`src/hdl/quantized_keyframe_track_sampler_assert.svh`:
```
// Assertion macros shared by the keyframe sampler RTL.
// Included by files that check their own logic; no other dependencies.
`ifndef QUANTIZED_KEYFRAME_TRACK_SAMPLER_ASSERT_SVH
`define QUANTIZED_KEYFRAME_TRACK_SAMPLER_ASSERT_SVH

`ifndef SYNTHESIS
// same-cycle implication
`define QKTS_ASSERT_IMP(lbl, clk, rst, ante, cons) \
   lbl: assert property (@(posedge clk) disable iff (rst) (ante) |-> (cons)) \
      else $error("qkts assertion failed");
// next-cycle implication
`define QKTS_ASSERT_NXT(lbl, clk, rst, ante, cons) \
   lbl: assert property (@(posedge clk) disable iff (rst) (ante) |=> (cons)) \
      else $error("qkts assertion failed");
`else
`define QKTS_ASSERT_IMP(lbl, clk, rst, ante, cons)
`define QKTS_ASSERT_NXT(lbl, clk, rst, ante, cons)
`endif

`endif

```
`src/hdl/qkts_pkg.sv`:
```
// Shared constants, register indexes and structs of the keyframe sampler.
// No dependencies.
package qkts_pkg;

   localparam int TIME_BITS      = 31;                   // clamped, non-negative time
   localparam int FRAC_BITS      = 16;
   localparam int DIV_BITS       = TIME_BITS + FRAC_BITS; // quotient and divider depth
   localparam int PERIOD_W       = 32;
   localparam int VALUE_W        = 32;
   localparam int QUEUE_DEPTH    = 4;                    // power of two
   localparam int DEF_MAX_FRAMES = 256;
   localparam int REQ_DATA_W     = 48;
   localparam int RSP_DATA_W     = 112;
   localparam int CSR_IDX_W      = 2;

   localparam logic CMD_SAMPLE = 1'b1;                   // 0 is a store load

   localparam logic [CSR_IDX_W-1:0] CSR_FRAME_PERIOD = 2'd0;
   localparam logic [CSR_IDX_W-1:0] CSR_LAST_FRAME   = 2'd1;
   localparam logic [CSR_IDX_W-1:0] CSR_LOW_VALUE    = 2'd2;
   localparam logic [CSR_IDX_W-1:0] CSR_HIGH_VALUE   = 2'd3;

   localparam logic [PERIOD_W-1:0] FRAME_PERIOD_RESET = 32'h0001_0000;

   typedef struct packed {
      logic [PERIOD_W-1:0] frame_period;  // never zero
      logic [7:0]          last_frame;
      logic [VALUE_W-1:0]  low_value;
      logic [VALUE_W-1:0]  high_value;
   } cfg_type;

   typedef struct packed {
      logic query;
      logic [7:0] idx;
      logic [7:0] val;
   } meta_type;

   typedef struct packed {
      meta_type             meta;
      logic [TIME_BITS-1:0] time_q;
   } item_type;

   typedef struct packed {
      logic                valid;
      meta_type            meta;
      logic [DIV_BITS-1:0] pos;
   } div_out_type;

endpackage

```
`src/hdl/qkts_front.sv`:
```
// Front end: takes request beats, decodes the command and clamps the time.
// Uses qkts_pkg; feeds qkts_queue.
module qkts_front import qkts_pkg::*; (
   input  logic                  clock,
   input  logic                  reset,
   input  logic                  req_tvalid,
   output logic                  req_tready,
   input  logic [REQ_DATA_W-1:0] req_tdata,   // sample_index, sample_value, sample_time
   input  logic                  req_tuser,   // command
   input  logic                  q_full,
   output logic                  push,
   output item_type              push_item
);

   logic     valid_ff;
   logic     valid_in;
   item_type item_ff;
   item_type item_in;
   logic     accept;

   assign push       = valid_ff && !q_full;
   assign req_tready = !valid_ff || !q_full;
   assign accept     = req_tvalid && req_tready;
   assign push_item  = item_ff;

   always_comb begin
      item_in.meta.query = (req_tuser == CMD_SAMPLE);
      item_in.meta.idx   = req_tdata[7:0];
      item_in.meta.val   = req_tdata[15:8];
      // negative time clamps to zero
      item_in.time_q     = req_tdata[47] ? '0 : req_tdata[46:16];
      valid_in           = accept ? 1'b1 : (push ? 1'b0 : valid_ff);
   end

   always_ff @(posedge clock) begin
      if (reset) begin
         valid_ff <= 1'b0;
      end else begin
         valid_ff <= valid_in;
      end
   end

   always_ff @(posedge clock) begin
      if (accept) begin
         item_ff <= item_in;
      end
   end

endmodule

```
`config.mk`:
```
export PLATFORM = sky130hd
export DESIGN_NAME = qkts_front
export DESIGN_NICKNAME = d
export VERILOG_FILES = /design/src/hdl/quantized_keyframe_track_sampler_assert.svh /design/src/hdl/qkts_pkg.sv /design/src/hdl/qkts_front.sv
export SDC_FILE = /design/constraint.sdc
export NUM_CORES = 1
export LEC_CHECK = 0
export BUFFER_PORTS_ARGS = -buffer_cell sky130_fd_sc_hd__buf_2
export CORE_ASPECT_RATIO = 0.6
export CORE_UTILIZATION = 42
export CTS_CLUSTER_DIAMETER = 80
export DETAILED_ROUTE_END_ITERATION = 8
export PLACE_DENSITY = 0.8
export SYNTH_ARGS = -nofsm -noshare
export SYNTH_HDL_FRONTEND = slang
export SYNTH_SLANG_ARGS = --single-unit
```
`constraint.sdc`:
```
create_clock -name clock -period 2.86 [get_ports clock]
set_clock_uncertainty 0.2 [all_clocks]
set_input_delay 0.572 -clock clock [delete_from_list [all_inputs] [get_ports clock]]
set_output_delay 0.572 -clock clock [all_outputs]
set_load 0.02 [all_outputs]
```
After elaboration in Yosys (flattened, before gate mapping)
Cells that the tools add are included.
{"block": "totals", "reg_bits": 49, "in_bits": 53, "out_inout_bits": 50, "elab_cells": 13}
{"block": "op_classes", "mux": 2, "n_reduce_logical": 6}
{"cell": "1-bit logical AND", "n": 2}
{"cell": "1-bit logical NOT", "n": 2}
{"cell": "1-bit 2-to-1 mux", "n": 2}
{"cell": "2-bit nonzero test", "n": 1}
{"cell": "1-bit logical OR", "n": 1}

Depth between registers and ports, before layout
{"block": "logic_depth", "ltp_word": 4, "ltp_mapped": 2}

Worst setup path after synthesis
No wires, ideal clock.
{"block": "synth_path", "path_type": "input-to-reg", "from": "input q_full", "to": "register item_ff, in the netlist push_item[0] (enable)", "setup_time_ps": 410, "arrival_time_ps": 1946, "setup_slack_ps": 304, "stages": 2, "n_path_buf": 0, "cell_sequence": "nand2_1 -> and2_1"}
{"block": "synth_between", "elab_chain_len": 3}
{"item": "start: declaration", "line": "qkts_front.sv:10", "text": "input logic q_full,"}
{"item": "1-bit logical NOT", "line": "qkts_front.sv:22", "text": "assign req_tready = !valid_ff || !q_full;"}
{"item": "1-bit logical OR", "line": "qkts_front.sv:22"}
{"item": "1-bit logical AND", "line": "qkts_front.sv:23", "text": "assign accept = req_tvalid && req_tready;"}
{"item": "net accept", "line": "qkts_front.sv:19", "text": "logic accept;"}
{"item": "end signal: assignment", "line": "qkts_front.sv:45", "text": "item_ff <= item_in;"}
{"item": "end: declaration", "line": "qkts_front.sv:17", "text": "item_type item_ff;"}
The timed path passes the listed nets, and every way through them passes these cells.
A chain may end at the register's enable or synchronous reset.

Worst setup path after layout
{"block": "layout_path", "from": "input q_full", "to": "output push"}
{"block": "layout_between", "elab_chain_len": 2}
{"item": "1-bit logical NOT", "line": "qkts_front.sv:21", "text": "assign push = valid_ff && !q_full;"}
{"item": "1-bit logical AND", "line": "qkts_front.sv:21"}
{"item": "end: declaration", "line": "qkts_front.sv:11", "text": "output logic push,"}
Every way passes these cells.

==> metrics.txt <==
Die Span X=84.5 um; CORE AREA=3790 um2; total power=1.49 mW; Crit path arrival time=0.95 ns; critical path class=in -> out; most used routing layer=met2; maximum clock rate=0.581 GHz; Post-CTS Setup Bufs=0; final routed DRC violation total=9; Rel. slew slack=0.613; Synth warnings=0; GRT met1 Usage=0.173; r2r setup slk=1.26 ns; cell taking the most area after synthesis=edfxtp_1; ranking of synthesized cells by area=edfxtp_1 (84%), nor2b_1 (12%), buf_6 (2.0%); CTS HTree Levels=2; placed standard-cell area=2260 um2; DRT iter0 DRCs=54; Die Ht=51.5 um; setup ws final=1.14 ns; Num Clock Sinks=49; Placer Congestion=0.672; design area=2370 um2; post-cts gate resize count=0; crit path capture=push; Mapped Cells=88; die area=4350 um2; reg-to-reg endpoint=push_item[18]$_SDFFCE_PP0P_; CTS tree=done; Routed WL=3120 um; P_leak=1.03 nW; reg-to-reg startpoint=valid_ff$_SDFFE_PP0P_; Post-Syn Nets=141; R2R depth=3; Placed Cells incl. Taps=235; pin count of the biggest net entering global routing=49; non-filler instance count after layout=243; Crit Path Max Fanout=3; number of global-route vias before repair=1029; syn avg cell area=19.5 um2; DR vias=1066; Via density=4.39; # diodes=0; maximum capacitance violations=0; post-detailed-route count of antenna-violating nets=0; number of buffers added on ports=102; clock slew at reported path FFs=0.08 ns; Final Hold Fails=0; CP Launch Type=input pin; # IOs=103; CTS Root Cell=clkbuf_8; RSZ-0062 raised after global routing=false; met3 Resource Use GR=0.0824; first-pass GRT wire length=4640 um; grt ovf=0; Final nets=248; area of the mapped netlist=1710 um2; crit path launch=q_full; final slew viol count=0; Seq cells post-synth=49; violated checks=design-rule violations; Setup crit end kind=primary output; DRT Pass-1 Iters=7; M2 GR Usage=0.240; site row count=17; CTS Buffer Depth=2; GRT Overall Usage=0.150; register area share after synthesis=0.853; Starting Density=0.453; Tcrit/Tclk final=0.602; Pwr Density=630 nW/um2; initial antenna violation count=0; worst slew pin tran=0.580 ns; minimum clock period=1.72 ns; area delta synth->final=38.2%; Clk Latency, worst-skew pair=0.29 ns; status=complete, but fails checks; Synth top area share=0.841; Required @ worst endpoint=2.09 ns; layout cells sized above 1=0.566; CTS Buf Count=5; Routed WL per cell=12.8 um; setup TNS=0 ns; peak supply drop=0.000364 V; final setup vio count=0; cts hold-fix bufs=0; hold crit path type=in -> reg; Unique masters post-synth=8; pre-CTS WS=0.878 ns
==> layout by cell type (no fill, tap or decap) <==
| cell type | count |
|---|---|
| clkinvlp_4 | 1 |
| clkbuf_8 | 5 |
| bufinv_16 | 1 |
| dfxtp_1 | 1 |
| nand2_1 | 1 |
| clkinv_1 | 1 |
| edfxtp_1 | 48 |
| buf_2 | 102 |
| buf_4 | 1 |
| a21oi_1 | 1 |
| nor2b_1 | 32 |
| and2_2 | 1 |
| nor2_1 | 1 |
==> how the worst min path moves through the flow <==
stage	from	endpoint	depth (start not counted)
finish	reset	valid_ff$_SDFFE_PP0P_	2
global route	reset	valid_ff$_SDFFE_PP0P_	2
CTS	reset	valid_ff$_SDFFE_PP0P_	2
detailed placement	valid_ff$_SDFFE_PP0P_	valid_ff$_SDFFE_PP0P_	2
global placement	valid_ff$_SDFFE_PP0P_	valid_ff$_SDFFE_PP0P_	2
floorplan	valid_ff$_SDFFE_PP0P_	valid_ff$_SDFFE_PP0P_	2
==> final cells by class <==
class	instances	area, um2
multi-input cells	36	220
flip-flops and latches	49	1460
repair buffers	103	518
clock buffers	5	68.8
well taps	47	58.8
clock inverters	3	41.3
fillers	313	1420
==> Yosys cell counts <==
library cell and count:
edfxtp_1 48, nor2b_1 32, buf_6 3, a21oi_1 1, and2_1 1, dfxtp_1 1, nand2_1 1, nor2_1 1
==> metrics by stage <==
step	util	hold slack, ns
final	0.626	0.231
after CTS	0.626	0.221
after global placement	0.596	0.290
after floorplan	-	0.265
after detailed placement	0.596	0.324
after global routing	0.626	0.221
==> critical path, stage by stage <==
cell,delay [ns]
buf_2,0.11
nor2b_1,0.10
buf_2,0.17
==> sequential cells by signal (all words and copies together), names as in the netlist <==
name,cells
valid_ff,1
push_item,48
==> power by group <==
part	total [mW]	switching (mW)	internal, mW
registers	0.851	0.0104	0.841
logic	0.173	0.107	0.0663
clock network	0.469	0.211	0.257
==> layer usage <==
| metal | vias to the layer above | part of all wire |
|---|---|---|
| met5 | - | 0 |
| met3 | 0 | 0.14 |
| met1 | 479 | 0.41 |
| li1 | 524 | - |
| met4 | 0 | 0 |
| met2 | 63 | 0.45 |
==> cell families after synthesis <==
| group | Yosys count | share of synthesized area |
|---|---|---|
| AO/OA/AOI/OAI | 1 | 0.00292 |
| buffers and inverters | 3 | 0.0197 |
| flip-flops | 49 | 0.853 |
| AND/OR/NAND/NOR | 35 | 0.125 |
No activity file was read; power rests on OpenSTA's default activity.
