<file path="src/hdl/quantized_keyframe_track_sampler_assert.svh">
// Assertion macros shared by the keyframe sampler RTL.
// Included by files that check their own logic; no other dependencies.
`ifndef QUANTIZED_KEYFRAME_TRACK_SAMPLER_ASSERT_SVH
`define QUANTIZED_KEYFRAME_TRACK_SAMPLER_ASSERT_SVH

`ifndef SYNTHESIS
// same-cycle implication
`define QKTS_ASSERT_IMP(lbl, clk, rst, ante, cons) \
   lbl: assert property (@(posedge clk) disable iff (rst) (ante) |-> (cons)) \
      else $error("qkts assertion failed");
// next-cycle implication
`define QKTS_ASSERT_NXT(lbl, clk, rst, ante, cons) \
   lbl: assert property (@(posedge clk) disable iff (rst) (ante) |=> (cons)) \
      else $error("qkts assertion failed");
`else
`define QKTS_ASSERT_IMP(lbl, clk, rst, ante, cons)
`define QKTS_ASSERT_NXT(lbl, clk, rst, ante, cons)
`endif

`endif

</file>
<file path="src/hdl/qkts_pkg.sv">
// Shared constants, register indexes and structs of the keyframe sampler.
// No dependencies.
package qkts_pkg;

   localparam int TIME_BITS      = 31;                   // clamped, non-negative time
   localparam int FRAC_BITS      = 16;
   localparam int DIV_BITS       = TIME_BITS + FRAC_BITS; // quotient and divider depth
   localparam int PERIOD_W       = 32;
   localparam int VALUE_W        = 32;
   localparam int QUEUE_DEPTH    = 4;                    // power of two
   localparam int DEF_MAX_FRAMES = 256;
   localparam int REQ_DATA_W     = 48;
   localparam int RSP_DATA_W     = 112;
   localparam int CSR_IDX_W      = 2;

   localparam logic CMD_SAMPLE = 1'b1;                   // 0 is a store load

   localparam logic [CSR_IDX_W-1:0] CSR_FRAME_PERIOD = 2'd0;
   localparam logic [CSR_IDX_W-1:0] CSR_LAST_FRAME   = 2'd1;
   localparam logic [CSR_IDX_W-1:0] CSR_LOW_VALUE    = 2'd2;
   localparam logic [CSR_IDX_W-1:0] CSR_HIGH_VALUE   = 2'd3;

   localparam logic [PERIOD_W-1:0] FRAME_PERIOD_RESET = 32'h0001_0000;

   typedef struct packed {
      logic [PERIOD_W-1:0] frame_period;  // never zero
      logic [7:0]          last_frame;
      logic [VALUE_W-1:0]  low_value;
      logic [VALUE_W-1:0]  high_value;
   } cfg_type;

   typedef struct packed {
      logic query;
      logic [7:0] idx;
      logic [7:0] val;
   } meta_type;

   typedef struct packed {
      meta_type             meta;
      logic [TIME_BITS-1:0] time_q;
   } item_type;

   typedef struct packed {
      logic                valid;
      meta_type            meta;
      logic [DIV_BITS-1:0] pos;
   } div_out_type;

endpackage

</file>
<file path="src/hdl/qkts_queue.sv">
// Short FIFO between the front end and the back pipeline.
// Uses qkts_pkg; register slots, combinational head.
module qkts_queue import qkts_pkg::*; (
   input  logic     clock,
   input  logic     reset,
   input  logic     push,
   input  item_type push_item,
   input  logic     pop,
   output logic     full,
   output logic     not_empty,
   output item_type head
);

   localparam int PTR_W = $clog2(QUEUE_DEPTH);
   localparam int CNT_W = $clog2(QUEUE_DEPTH + 1);

   item_type         slot_ff [QUEUE_DEPTH];
   logic [PTR_W-1:0] wr_ptr_ff, wr_ptr_in;
   logic [PTR_W-1:0] rd_ptr_ff, rd_ptr_in;
   logic [CNT_W-1:0] count_ff, count_in;

   assign full      = (count_ff == CNT_W'(QUEUE_DEPTH));
   assign not_empty = (count_ff != '0);
   assign head      = slot_ff[rd_ptr_ff];

   always_comb begin
      wr_ptr_in = push ? PTR_W'(wr_ptr_ff + 1'b1) : wr_ptr_ff;
      rd_ptr_in = pop  ? PTR_W'(rd_ptr_ff + 1'b1) : rd_ptr_ff;
      count_in  = count_ff;
      if (push && !pop) begin
         count_in = CNT_W'(count_ff + 1'b1);
      end else if (pop && !push) begin
         count_in = CNT_W'(count_ff - 1'b1);
      end
   end

   always_ff @(posedge clock) begin
      if (reset) begin
         wr_ptr_ff <= '0;
         rd_ptr_ff <= '0;
         count_ff  <= '0;
      end else begin
         wr_ptr_ff <= wr_ptr_in;
         rd_ptr_ff <= rd_ptr_in;
         count_ff  <= count_in;
      end
   end

   always_ff @(posedge clock) begin
      if (push) begin
         slot_ff[wr_ptr_ff] <= push_item;
      end
   end

endmodule

</file>
<file path="config.mk">
export PLATFORM = sky130hd
export DESIGN_NAME = qkts_queue
export DESIGN_NICKNAME = d
export VERILOG_FILES = /design/src/hdl/quantized_keyframe_track_sampler_assert.svh /design/src/hdl/qkts_pkg.sv /design/src/hdl/qkts_queue.sv
export SDC_FILE = /design/constraint.sdc
export NUM_CORES = 1
export LEC_CHECK = 0
export BUFFER_PORTS_ARGS = -buffer_cell sky130_fd_sc_hd__buf_2
export CORE_MARGIN = 3
export CORE_UTILIZATION = 50
export DETAILED_ROUTE_END_ITERATION = 6
export GPL_TIMING_DRIVEN = 0
export PLACE_DENSITY = 0.74
export SYNTH_ARGS = -nofsm -noshare
export SYNTH_HDL_FRONTEND = slang
export SYNTH_SLANG_ARGS = --single-unit
</file>
<file path="constraint.sdc">
create_clock -name clock -period 2.15 [get_ports clock]
set_input_delay 0.3225 -clock clock [delete_from_list [all_inputs] [get_ports clock]]
set_output_delay 0.3225 -clock clock [all_outputs]
set_load 0.01 [all_outputs]
</file>
== After elaboration in Yosys (flattened, before gate mapping) ==
Memory sizes are Yosys's and may differ from the RTL's. A register that Yosys moved wholly into a read port is not among the register bits.
Index checks and enable logic that the tools add are counted.
Storage, ports and cells
  memories kept: 1
  RAM bits: 192
  word-level logic and storage cells: 21
  flip-flop bits (word level): 7
Cells by class
  add/subtract/negate cells: 4
  multiplexer cells: 6
  reductions and logical operators: 6
  eq/ne operators: 1
Memory list
  slot_ff: depth 4, bits a word 48, read ports 1, clocked after memory_dff 1, write ports 1, line qkts_queue.sv:17  | item_type slot_ff [QUEUE_DEPTH];
Operators with widths (count)
  3-bit 2-to-1 mux: 2
  2-bit by 1-bit adder with 2-bit output (second input constant): 2
  2-bit 2-to-1 mux: 2
  3-bit by 1-bit adder with 3-bit output (second input constant): 1
  3-bit equality test (second input constant): 1
  3-bit nonzero test: 1
  3-bit by 1-bit subtractor with 3-bit output (second input constant): 1
  1-bit logical AND: 2
  1-bit zero test: 2
  1-bit 2-to-1 mux: 2
  2-bit nonzero test: 1

== Logic depth before layout (Yosys ltp) ==
Gate-level depths: netlist of run 1.
  word-level depth: 4
  mapped depth: 7
  depth with buffers taken out: 7

== Least setup slack after synthesis of run 1 ==
Ideal clock, no wire load.
  path kind: flip-flop to flip-flop
  start: reg wr_ptr_ff[0]
  end: mem slot_ff[2][0] in the netlist's numbering, enable pin
  data arrival time: 1.690 ns
  cell stages (with the launch flop): 4
  period minus slack after synthesis: 2.100 ns
  path slack: 0.050 ns
  setup time: 0.410 ns
  path through: dfxtp_1 inv_1 ha_1 and2_1
RTL lines
  start: declaration: line qkts_queue.sv:18  | logic [PTR_W-1:0] wr_ptr_ff, wr_ptr_in;
  start signal: assignment: line qkts_queue.sv:43  | wr_ptr_ff <= wr_ptr_in;
  end: declaration: line qkts_queue.sv:17
Straight into the memory's write port.

==> key figures, run 1 <==
Cells and area
  • Fill count: 963
  • Util after Layout: 63.5%
  • Layout area overhead: 22.2%
  • Fin area: between 0.008 and 0.009 mm2
  • Most frequent cells in the layout: 192 x edfxtp_1, 85 x buf_2, 48 x mux4_2
  • Nets: between 400 and 500
  • # diodes: 0
  • Final Non-Filler Cells: ~620
  • Proportion of layout cells with a drive suffix above 1: between 40% and 50%
  • Most common cell after layout, fill and taps aside: edfxtp_1

Clocking
  • Total clock sinks: 201
  • CTS buffer count: 20
  • CTS tree: built
  • Worst skew pair latency: around 0.48 ns
  • Maximum clock path buffer count: 3
  • CTS H-tree depth: 1
  • Clk root buf: clkbuf_16
  • Clk slew on worst S/H paths: 0.06 ns

Detailed routing
  • Met1 wire length: between 5 and 6 mm
  • DR DRC count: 0
  • 1st-pass router iterations: 4
  • Overall routed net length: 12.7 mm
  • DR vias: 3344
  • Post-route ant nets: 0
  • Metal2 WL: 6.37 mm
  • Uppermost layer routed: met4
  • Starting DRC count in detailed routing: about 220
  • Wire per inst: 20.5 um
  • Met3 wire length: slightly above 800 um
  • Vias/cell: between 5 and 6

Timing
  • Final setup fails: 0
  • Max Clk Rate: around 470 MHz
  • Hold WS: 0.0580 ns
  • Setup Skew: ~0.0076 ns
  • Slew Limit Fails: 0
  • Final hold vios: 0
  • Tightest Pin Transition: between 0.6 and 0.7 ns
  • RSZ-0062 raised after global routing: true
  • Min Tclk post-route: around 2.1 ns
  • Period utilisation layout: 99.1%
  • Slew Limit Headroom: a little over half

Placement
  • Area of placed instances: 0.00816 mm2
  • Port bufs: 100
  • Estimated wirelength of the detail-placed design: between 7 and 8 mm
  • Placed Instances: a little under 600
  • RD Place Congestion: between 0.6 and 0.7

Floorplanning
  • Die area: about 0.016 mm2
  • Die height: 127 um
  • # rows: 43
  • Die width: roughly 130 um
  • Core area: approximately 0.014 mm2
  • IO Count: 102
  • Initial Utilization: between 50% and 60%

Critical path
  • Crit path depth: 4
  • Worst Setup Path Type: flop to output pin
  • FF-to-FF path depth: 4
  • Worst setup EP type: output pin
  • Critical path required time: between 1.5 and 2 ns
  • Buf/Inv on CP: 3
  • Critical-path cell list: buf_12, buf_12, mux4_2, buf_6
  • CP Launch Type: flop
  • Crit-path leading delay family: multiplexers
  • Most used cell along the critical path: buf_12
  • Crit Path Max Fanout: 10
  • CP max stage delay: 0.53 ns
  • CP max stage cell: mux4_2
  • Critical Path AT: ~1.8 ns

Power
  • Leakage Power: 3.09 nW
  • Total power: 0.00888 W
  • Pwr dens: between 900 and 1000 mW/mm2
  • Peak supply drop: ~0.00078 V

Yosys
  • Synth Warn #: 0
  • Synthesized flop and latch total: 201
  • Ranking of synthesized cells by area: edfxtp_1 78%, mux4_2 15%, dfxtp_1 2.5%
  • Yosys top cell by area: edfxtp_1
  • Cell Area, Synth: around 0.0073 mm2
  • Yosys cell types: 20
  • Top-area cell type share of the netlist area: about four fifths
  • Syn Inst Count: around 300
  • Sequential area share after synthesis: between 80% and 90%
  • Syn nets: roughly 350
  • Mapped Avg Cell Area: between 20 and 25 um2

GRT
  • Largest net degree at the start of global routing: 33
  • Vias in the first global route: approximately 3700
  • First-pass GRT wire length: 20.4 mm
  • Gr usage total: 16.3%
  • Antenna violations before repair: 0
  • GRT Residual Overflow: 0

Min path
  • Hold path depth: 1
  • Hold WC Path Type: input port to flop

Run
  • Max-cap violations: 0

Status
  • Status: complete, no violations
## registers in the layout (all words and copies together) (netlist names), named ones only
signal,count
rd_ptr_ff,2
wr_ptr_ff,2
count_ff,3
slot_ff,192
## per-stage QoR
stage	setup slack, ns	setup TNS, ns
after floorplan	0.0500	0
after global placement	-0.849	-160.74
after detailed placement	0.309	0
after CTS	-0.0210	-0.0520
after global routing	-0.0386	-0.320
final	0.0201	0
## path summary, 6_finish.rpt
path | from | to | slack, ns
setup reg to reg | wr_ptr_ff[0]$_SDFFE_PP0P_ | slot_ff[2][29]$_DFFE_PP_ | 0.39
hold reg to reg | count_ff[2]$_SDFFE_PP0P_ | count_ff[2]$_SDFFE_PP0P_ | 0.52
hold / removal | push_item[25] | slot_ff[0][25]$_DFFE_PP_ | 0.06
setup / recovery | flop | head[19] | 0.02
## report_power, final
group | switching [W] | total [W] | internal, W
Combinational | 0.000460 | 0.000937 | 0.000477
Sequential | 0.0000539 | 0.00455 | 0.00449
Clock | 0.00137 | 0.00339 | 0.00202
## per-layer routing
metal | global-route usage, % | vias up
met5 | 0 | -
met2 | 27.4 | 106
li1 | - | 1505
met4 | 4.35 | 0
met1 | 21.9 | 1715
met3 | 3.60 | 18
## repair_timing
item	in CTS	in global routing
hold buffers	0	0
setup endpoints to repair	40	38
resized for setup	12	18
setup buffers	4	0
## cell usage after synthesis, drive strengths merged
library cell  count
nor3b             1
and2              4
mux2i             2
xor2              3
edfxtp          192
clkbuf            3
nor2              7
buf               8
inv               4
mux4             48
fa                1
xnor2             2
nand2             1
a21oi             1
ha                5
o21ai             1
or3               2
dfxtp             9
## final cells by class
type | instances | area (um2) | share of cell area [%]
Inverter | 4 | 15.0 | 0.167
Sequential cell | 201 | 5950 | 66.2
Tap cell | 180 | 225 | 2.51
Buffer | 11 | 119 | 1.32
Multi-Input combinational cell | 78 | 1320 | 14.7
Clock inverter | 13 | 119 | 1.32
Timing Repair Buffer | 108 | 704 | 7.84
Clock buffer | 23 | 533 | 5.93
## cells by family after synthesis
logic type | share of synthesized area, %
buffers and inverters | 1.23
DFF | 80.9
muxes | 15.0
and+or+nand+nor | 1.02
xor gates and xnor gates | 0.596
adders and majority gates | 1.12
AOI/OAI and AO/OA | 0.136
(Power assumes the default switching activity.)
==> run 2: changes to the inputs <==
--- a/config.mk
+++ b/config.mk
@@ -10,7 +10,7 @@
 export CORE_UTILIZATION = 50
 export DETAILED_ROUTE_END_ITERATION = 6
 export GPL_TIMING_DRIVEN = 0
-export PLACE_DENSITY = 0.74
+export PLACE_DENSITY = 0.71
 export SYNTH_ARGS = -nofsm -noshare
 export SYNTH_HDL_FRONTEND = slang
 export SYNTH_SLANG_ARGS = --single-unit
==> constraint.sdc (replaced) <==
create_clock -name clock -period 2.58 [get_ports clock]
set_input_delay 0.387 -clock clock [delete_from_list [all_inputs] [get_ports clock]]
set_output_delay 0.387 -clock clock [all_outputs]
set_load 0.01 [all_outputs]
==> run 2 against run 1 <==
  * Final cell count is 0.49% lower
  * Core utilization fell by 1.4 points
  * First-iteration DRC count is 4.5% lower
  * Flip-flop and latch count unchanged
  * Routed wire length is 3.3% lower
  * Sequential power fell by 17%
  * Register-to-register slack gained 0.50 ns
  * Worst hold slack better by 0.066 ns
  * Combinational power fell by 25%
  * Largest power group unchanged
==> key figures, run 2 (synthesis results as in run 1) <==
Timing
  • Slew Limit Fails: 0
  • Period utilisation layout: around 90%
  • RSZ-0062 raised after global routing: false
  • Min Tclk post-route: 2.33 ns
  • Final hold vios: 0
  • Final setup fails: 0
  • Max Clk Rate: about 430 MHz
  • Slew Limit Headroom: 57.2%
  • Tightest Pin Transition: ~0.64 ns
  • Setup Skew: between 0.003 and 0.004 ns

Placement
  • Estimated wirelength of the detail-placed design: 7.67 mm
  • Port bufs: 100
  • RD Place Congestion: 0.699
  • Placed Instances: 578

Clocking
  • Postcts setup bufs: 0
  • Clk slew on worst S/H paths: about 0.060 ns
  • Clk root buf: clkbuf_16
  • Maximum clock path buffer count: 3
  • Worst skew pair latency: about 0.48 ns
  • CTS Hold Bufs: 0
  • CTS tree: built
  • CTS buffer count: 21
  • CTS resizes: 0
  • Total clock sinks: 201
  • CTS H-tree depth: 1

Floorplanning
  • Die area: approximately 0.016 mm2
  • Die height: 127 um
  • Die width: roughly 130 um
  • # rows: 43
  • Initial Utilization: 51.9%
  • IO Count: 102
  • Core area: about 0.014 mm2

Critical path
  • Critical Path AT: between 1.5 and 2 ns
  • Crit Path Max Fanout: 10
  • Worst Setup Path Type: flop to output pin
  • CP Launch Type: flop
  • Critical path required time: approximately 2.2 ns
  • Worst setup EP type: output pin

Cells and area
  • Largest register FFs: 192
  • Largest register by flop count: slot_ff
  • # diodes: 0
  • Largest regs: slot_ff x192, count_ff x3
  • Layout area overhead: 19.5%
  • Most common cell after layout, fill and taps aside: edfxtp_1
  • Fill count: slightly below 1000
  • Most frequent cells in the layout: 192 x edfxtp_1, 103 x buf_2, 48 x mux4_2
  • Multi-input gate area: ~0.0013 mm2
  • Proportion of layout cells with a drive suffix above 1: about 44%
  • Nets: around 480
  • Final Non-Filler Cells: 615
  • Seq. cell area: between 0.005 and 0.006 mm2

Run
  • Max-cap violations: 0

Detailed routing
  • DR vias: 3294
  • Post-route ant nets: 0
  • Vias/cell: between 5 and 6
  • Starting DRC count in detailed routing: 211
  • DR DRC count: 0
  • Wire per inst: 19.9 um
  • 1st-pass router iterations: 4
  • Overall routed net length: ~12 mm

GRT
  • Vias in the first global route: between 3000 and 4000
  • First-pass GRT wire length: approximately 19 mm
  • Largest net degree at the start of global routing: 33
  • Gr usage total: around 16%
  • GRT Residual Overflow: 0
  • Antenna violations before repair: 1

Power
  • Pwr dens: 820 mW/mm2
  • Peak supply drop: between 0.0006 and 0.0007 V
  • Leakage Power: slightly above 3 nW
  • Total power: between 0.007 and 0.008 W

Min path
  • Hold WC Path Type: input port to flop

Status
  • Status: complete, no violations
## run 2: worst paths after layout
check	slack (ns)	end	cells after the start	start
worst max-delay path	0.25	head[28]	4	flop
worst min-delay path	0.12	slot_ff[2][4]$_DFFE_PP_	1	push_item[4]
worst max register to register	0.89	slot_ff[0][33]$_DFFE_PP_	4	wr_ptr_ff[0]$_SDFFE_PP0P_
worst min register to register	0.51	count_ff[2]$_SDFFE_PP0P_	2	count_ff[2]$_SDFFE_PP0P_
## run 2: worst max-delay path, stage by stage (launching register included)
cell and delay [ns]:
dfxtp_1 0.36, buf_6 0.20, buf_6 0.21, mux4_2 0.53, buf_2 0.16
## run 2: final cells by class
type                    count  area share [%]
flip-flops and latches    201            67.7
multi-input cells          78            15.0
repair buffers            104            6.61
clock buffers              25            6.15
well taps                 180            2.56
clock inverters            12           0.969
plain buffers              11           0.855
inverters                   4           0.171
## run 2: metrics by stage
step                utilization [%]  instance area (um2)  TNS (ns)  worst slack, ns  hold slack (ns)
floorplan                         -                 7350         0            0.480            0.461
global placement               57.1                 8070    -86.04           -0.461            0.474
detailed placement             57.7                 8160         0            0.689            0.498
CTS                            62.1                 8780         0            0.183            0.104
global route                   62.1                 8780         0            0.124            0.106
finish                         62.1                 8780         0            0.253            0.124
## run 2: power by group
group          switching [W]  leakage (nW)  internal (W)  total, W
Sequential         0.0000429          1.84       0.00374   0.00379
Combinational       0.000367         0.867      0.000337  0.000703
Clock                0.00112         0.311       0.00159   0.00271
## run 2: metal layers
| metal | GRT usage [%] | up-vias | routed length (um) |
|---|---|---|---|
| met5 | 0 | - | 7 |
| met4 | 3.72 | 2 | 155 |
| met3 | 4.39 | 16 | 909 |
| met2 | 26.7 | 100 | 6190 |
| met1 | 19.8 | 1685 | 4980 |
| li1 | - | 1491 | - |
==> run 3: changes to the inputs <==
--- a/config.mk
+++ b/config.mk
@@ -5,12 +5,13 @@
 export SDC_FILE = /design/constraint.sdc
 export NUM_CORES = 1
 export LEC_CHECK = 0
+export ABC_AREA = 1
 export BUFFER_PORTS_ARGS = -buffer_cell sky130_fd_sc_hd__buf_2
 export CORE_MARGIN = 3
 export CORE_UTILIZATION = 50
 export DETAILED_ROUTE_END_ITERATION = 6
 export GPL_TIMING_DRIVEN = 0
-export PLACE_DENSITY = 0.71
+export PLACE_DENSITY = 0.82
 export SYNTH_ARGS = -nofsm -noshare
 export SYNTH_HDL_FRONTEND = slang
 export SYNTH_SLANG_ARGS = --single-unit
==> run 3 against run 2 <==
  * Flip-flop and latch count stayed put
  * Combinational power is 3% higher
  * Sequential power hardly changed
  * Via count is 45% higher
  * Die area is 3.6% higher
  * Critical path depth stayed put
  * Setup slack better by 0.028 ns
  * First-iteration DRC count is 100% higher
  * Global-route usage is 3.9 points higher
  * Final area is 3.3% higher
  * Register-to-register slack hardly changed
  * Routed wire length is 37% higher
  * Largest cell class unchanged
==> key figures, run 3 <==
Power
  • Pwr dens: around 800 mW/mm2
  • Leakage Power: roughly 3.3 nW
  • Peak supply drop: ~0.00057 V

Cells and area
  • Proportion of layout cells with a drive suffix above 1: a little over a quarter
  • Most common cell after layout, fill and taps aside: edfxtp_1
  • Fill count: between 1000 and 1500
  • Nets: 710
  • Largest register by flop count: slot_ff
  • Largest regs: slot_ff x192, count_ff x3
  • Fin area: between 0.009 and 0.01 mm2
  • Most frequent cells in the layout: 192 x edfxtp_1, 109 x buf_2, 93 x nor2_1
  • Seq. cell area: around 0.006 mm2
  • Layout area overhead: 19.0%
  • Final Non-Filler Cells: 850
  • Multi-input gate area: roughly 0.0014 mm2
  • Largest register FFs: 192

Clocking
  • Total clock sinks: 201
  • Worst skew pair latency: about 0.48 ns
  • Postcts setup bufs: 0
  • CTS H-tree depth: 1
  • Clk root buf: clkbuf_16
  • CTS buffer count: 21
  • Maximum clock path buffer count: 3
  • Clk slew on worst S/H paths: approximately 0.06 ns
  • CTS tree: built
  • CTS Hold Bufs: 0
  • CTS resizes: 0

Yosys
  • Async set-reset flop share out of synthesis: 0%
  • Synthesized flop and latch total: 201
  • Primary FF master, synth: edfxtp_1
  • Top-area cell type share of the netlist area: roughly 76%
  • Sequential area share after synthesis: between 70% and 80%
  • Count leader, synth: edfxtp_1
  • Yosys cell types: 25
  • Cell Area, Synth: between 0.007 and 0.008 mm2
  • Synth Warn #: 0
  • Mapped Avg Cell Area: approximately 15 um2
  • Syn nets: roughly 580
  • Yosys top cell by area: edfxtp_1
  • Post-synth EDFFs: about 190
  • Syn Inst Count: about 520
  • Top cells by count, synth: 192 x edfxtp_1, 93 x nor2_1, 92 x o21ai_0
  • Ranking of synthesized cells by area: edfxtp_1 76%, o21ai_0 6.0%, nor2_1 4.6%

Critical path
  • Critical-path cell list: clkbuf_1, o21ai_0, o22ai_1, buf_2
  • Worst Setup Path Type: flop to output pin
  • Worst reg-to-reg setup slack: about 0.90 ns
  • CP max stage delay: ~0.4 ns
  • Critical path required time: ~2.2 ns
  • Crit-path leading delay family: buffers and inverters
  • Buf/Inv on CP: 2
  • Crit Path Max Fanout: 10
  • Worst setup EP type: output pin
  • CP max stage cell: dfxtp_1
  • CP Launch Type: flop
  • Critical Path AT: around 1.9 ns

GRT
  • First-pass GRT wire length: between 20 and 30 mm
  • GRT Residual Overflow: 0
  • Largest net degree at the start of global routing: 33
  • Vias in the first global route: roughly 4800
  • Gr usage total: 19.4%
  • Antenna violations before repair: 1

Placement
  • Estimated wirelength of the detail-placed design: roughly 10 mm
  • Area of placed instances: around 0.0084 mm2
  • Setup WS pre-CTS: roughly 0.82 ns
  • RD Place Congestion: roughly 0.74
  • Placed Instances: ~800
  • Port bufs: between 100 and 150

Timing
  • Final setup fails: 0
  • Slew Limit Headroom: 66.4%
  • Min Tclk post-route: 2.30 ns
  • Period utilisation layout: about 89%
  • Hold WS: 0.0753 ns
  • Setup Skew: around 0.0085 ns
  • Final worst slack: ~0.28 ns
  • RSZ-0062 raised after global routing: false
  • Slew Limit Fails: 0
  • Final hold vios: 0
  • Max Clk Rate: ~430 MHz
  • Tightest Pin Transition: ~0.50 ns

Detailed routing
  • Overall routed net length: ~17 mm
  • Vias/cell: 5.61
  • DR DRC count: 0
  • Post-route ant nets: 0
  • 1st-pass router iterations: 4
  • DR vias: 4769
  • Starting DRC count in detailed routing: about 420
  • Wire per inst: slightly below 20 um

Min path
  • Hold WC Path Type: input port to flop

Run
  • Max-cap violations: 0

Floorplanning
  • Initial Utilization: a little over 50%
  • IO Count: a little over 100
  • Die height: 129 um
  • Die width: 129 um
  • Die area: 0.0168 mm2
  • # rows: 44
  • Core area: ~0.015 mm2

Status
  • Status: complete, no violations
run 3: cell count changes after synthesis, sizes merged, moves of 4 or more:
cell	delta
nand2	+9
nor2	+96
o21ai	+100
buf	+11
and2	-4
inv	+13
clkbuf	+9
mux4	-48
o22ai	+48
run 3: cell families (layout without fill, tap and decap cells):
family                   count (synthesis)  in the layout  synth area share (%)
other                                    0              1                     0
XOR/XNOR                                 1              1                 0.115
adder cells (fa/ha/maj)                  6              6                  1.08
buffers and inverters                   48            189                  3.95
AND/OR/NAND/NOR                        116            116                  6.10
AO/OA/AOI/OAI                          152            152                  10.8
flip-flops                             201            201                  78.0
run 3: metal layers:
layer,wire length [um],global-route usage [%],up-vias
li1,-,-,2208
met1,6960,25.6,2343
met5,7,0,-
met4,315,5.13,2
met3,1200,4.29,29
met2,8250,33.1,187
run 3: path summary, 6_finish.rpt:
path | start | endpoint | depth (start not counted)
worst max-delay path | flop | head[2] | 4
worst max register to register | wr_ptr_ff[0]$_SDFFE_PP0P_ | slot_ff[2][29]$_DFFE_PP_ | 5
worst min-delay path | reset | count_ff[0]$_SDFFE_PP0P_ | 2
worst min register to register | rd_ptr_ff[1]$_SDFFE_PP0P_ | flop | 1
run 3: power breakdown:
part	internal, W	leakage (nW)	switching, W
registers	0.00373	1.84	0.0000404
clock network	0.00164	0.306	0.00111
logic	0.000257	1.13	0.000464
run 3: per-stage QoR:
stage | TNS, ns | total power, W | utilization, %
detailed placement | 0 | 0.00456 | 57.4
finish | 0 | 0.00724 | 61.7
floorplan | 0 | 0.00422 | -
CTS | 0 | 0.00730 | 61.7
global placement | -13.25 | 0.00451 | 56.9
global route | 0 | 0.00751 | 61.7
run 3: cell type report:
| cell class | instances | share of cell area (%) |
|---|---|---|
| sequential | 201 | 65.5 |
| clock inverter | 7 | 0.593 |
| buffer | 31 | 2.57 |
| clock buffer | 29 | 6.34 |
| antenna | 1 | 0.0276 |
| timing repair buffer | 105 | 6.45 |
| tap | 184 | 2.54 |
| multi-input combinational | 275 | 15.2 |
| inverter | 17 | 0.759 |
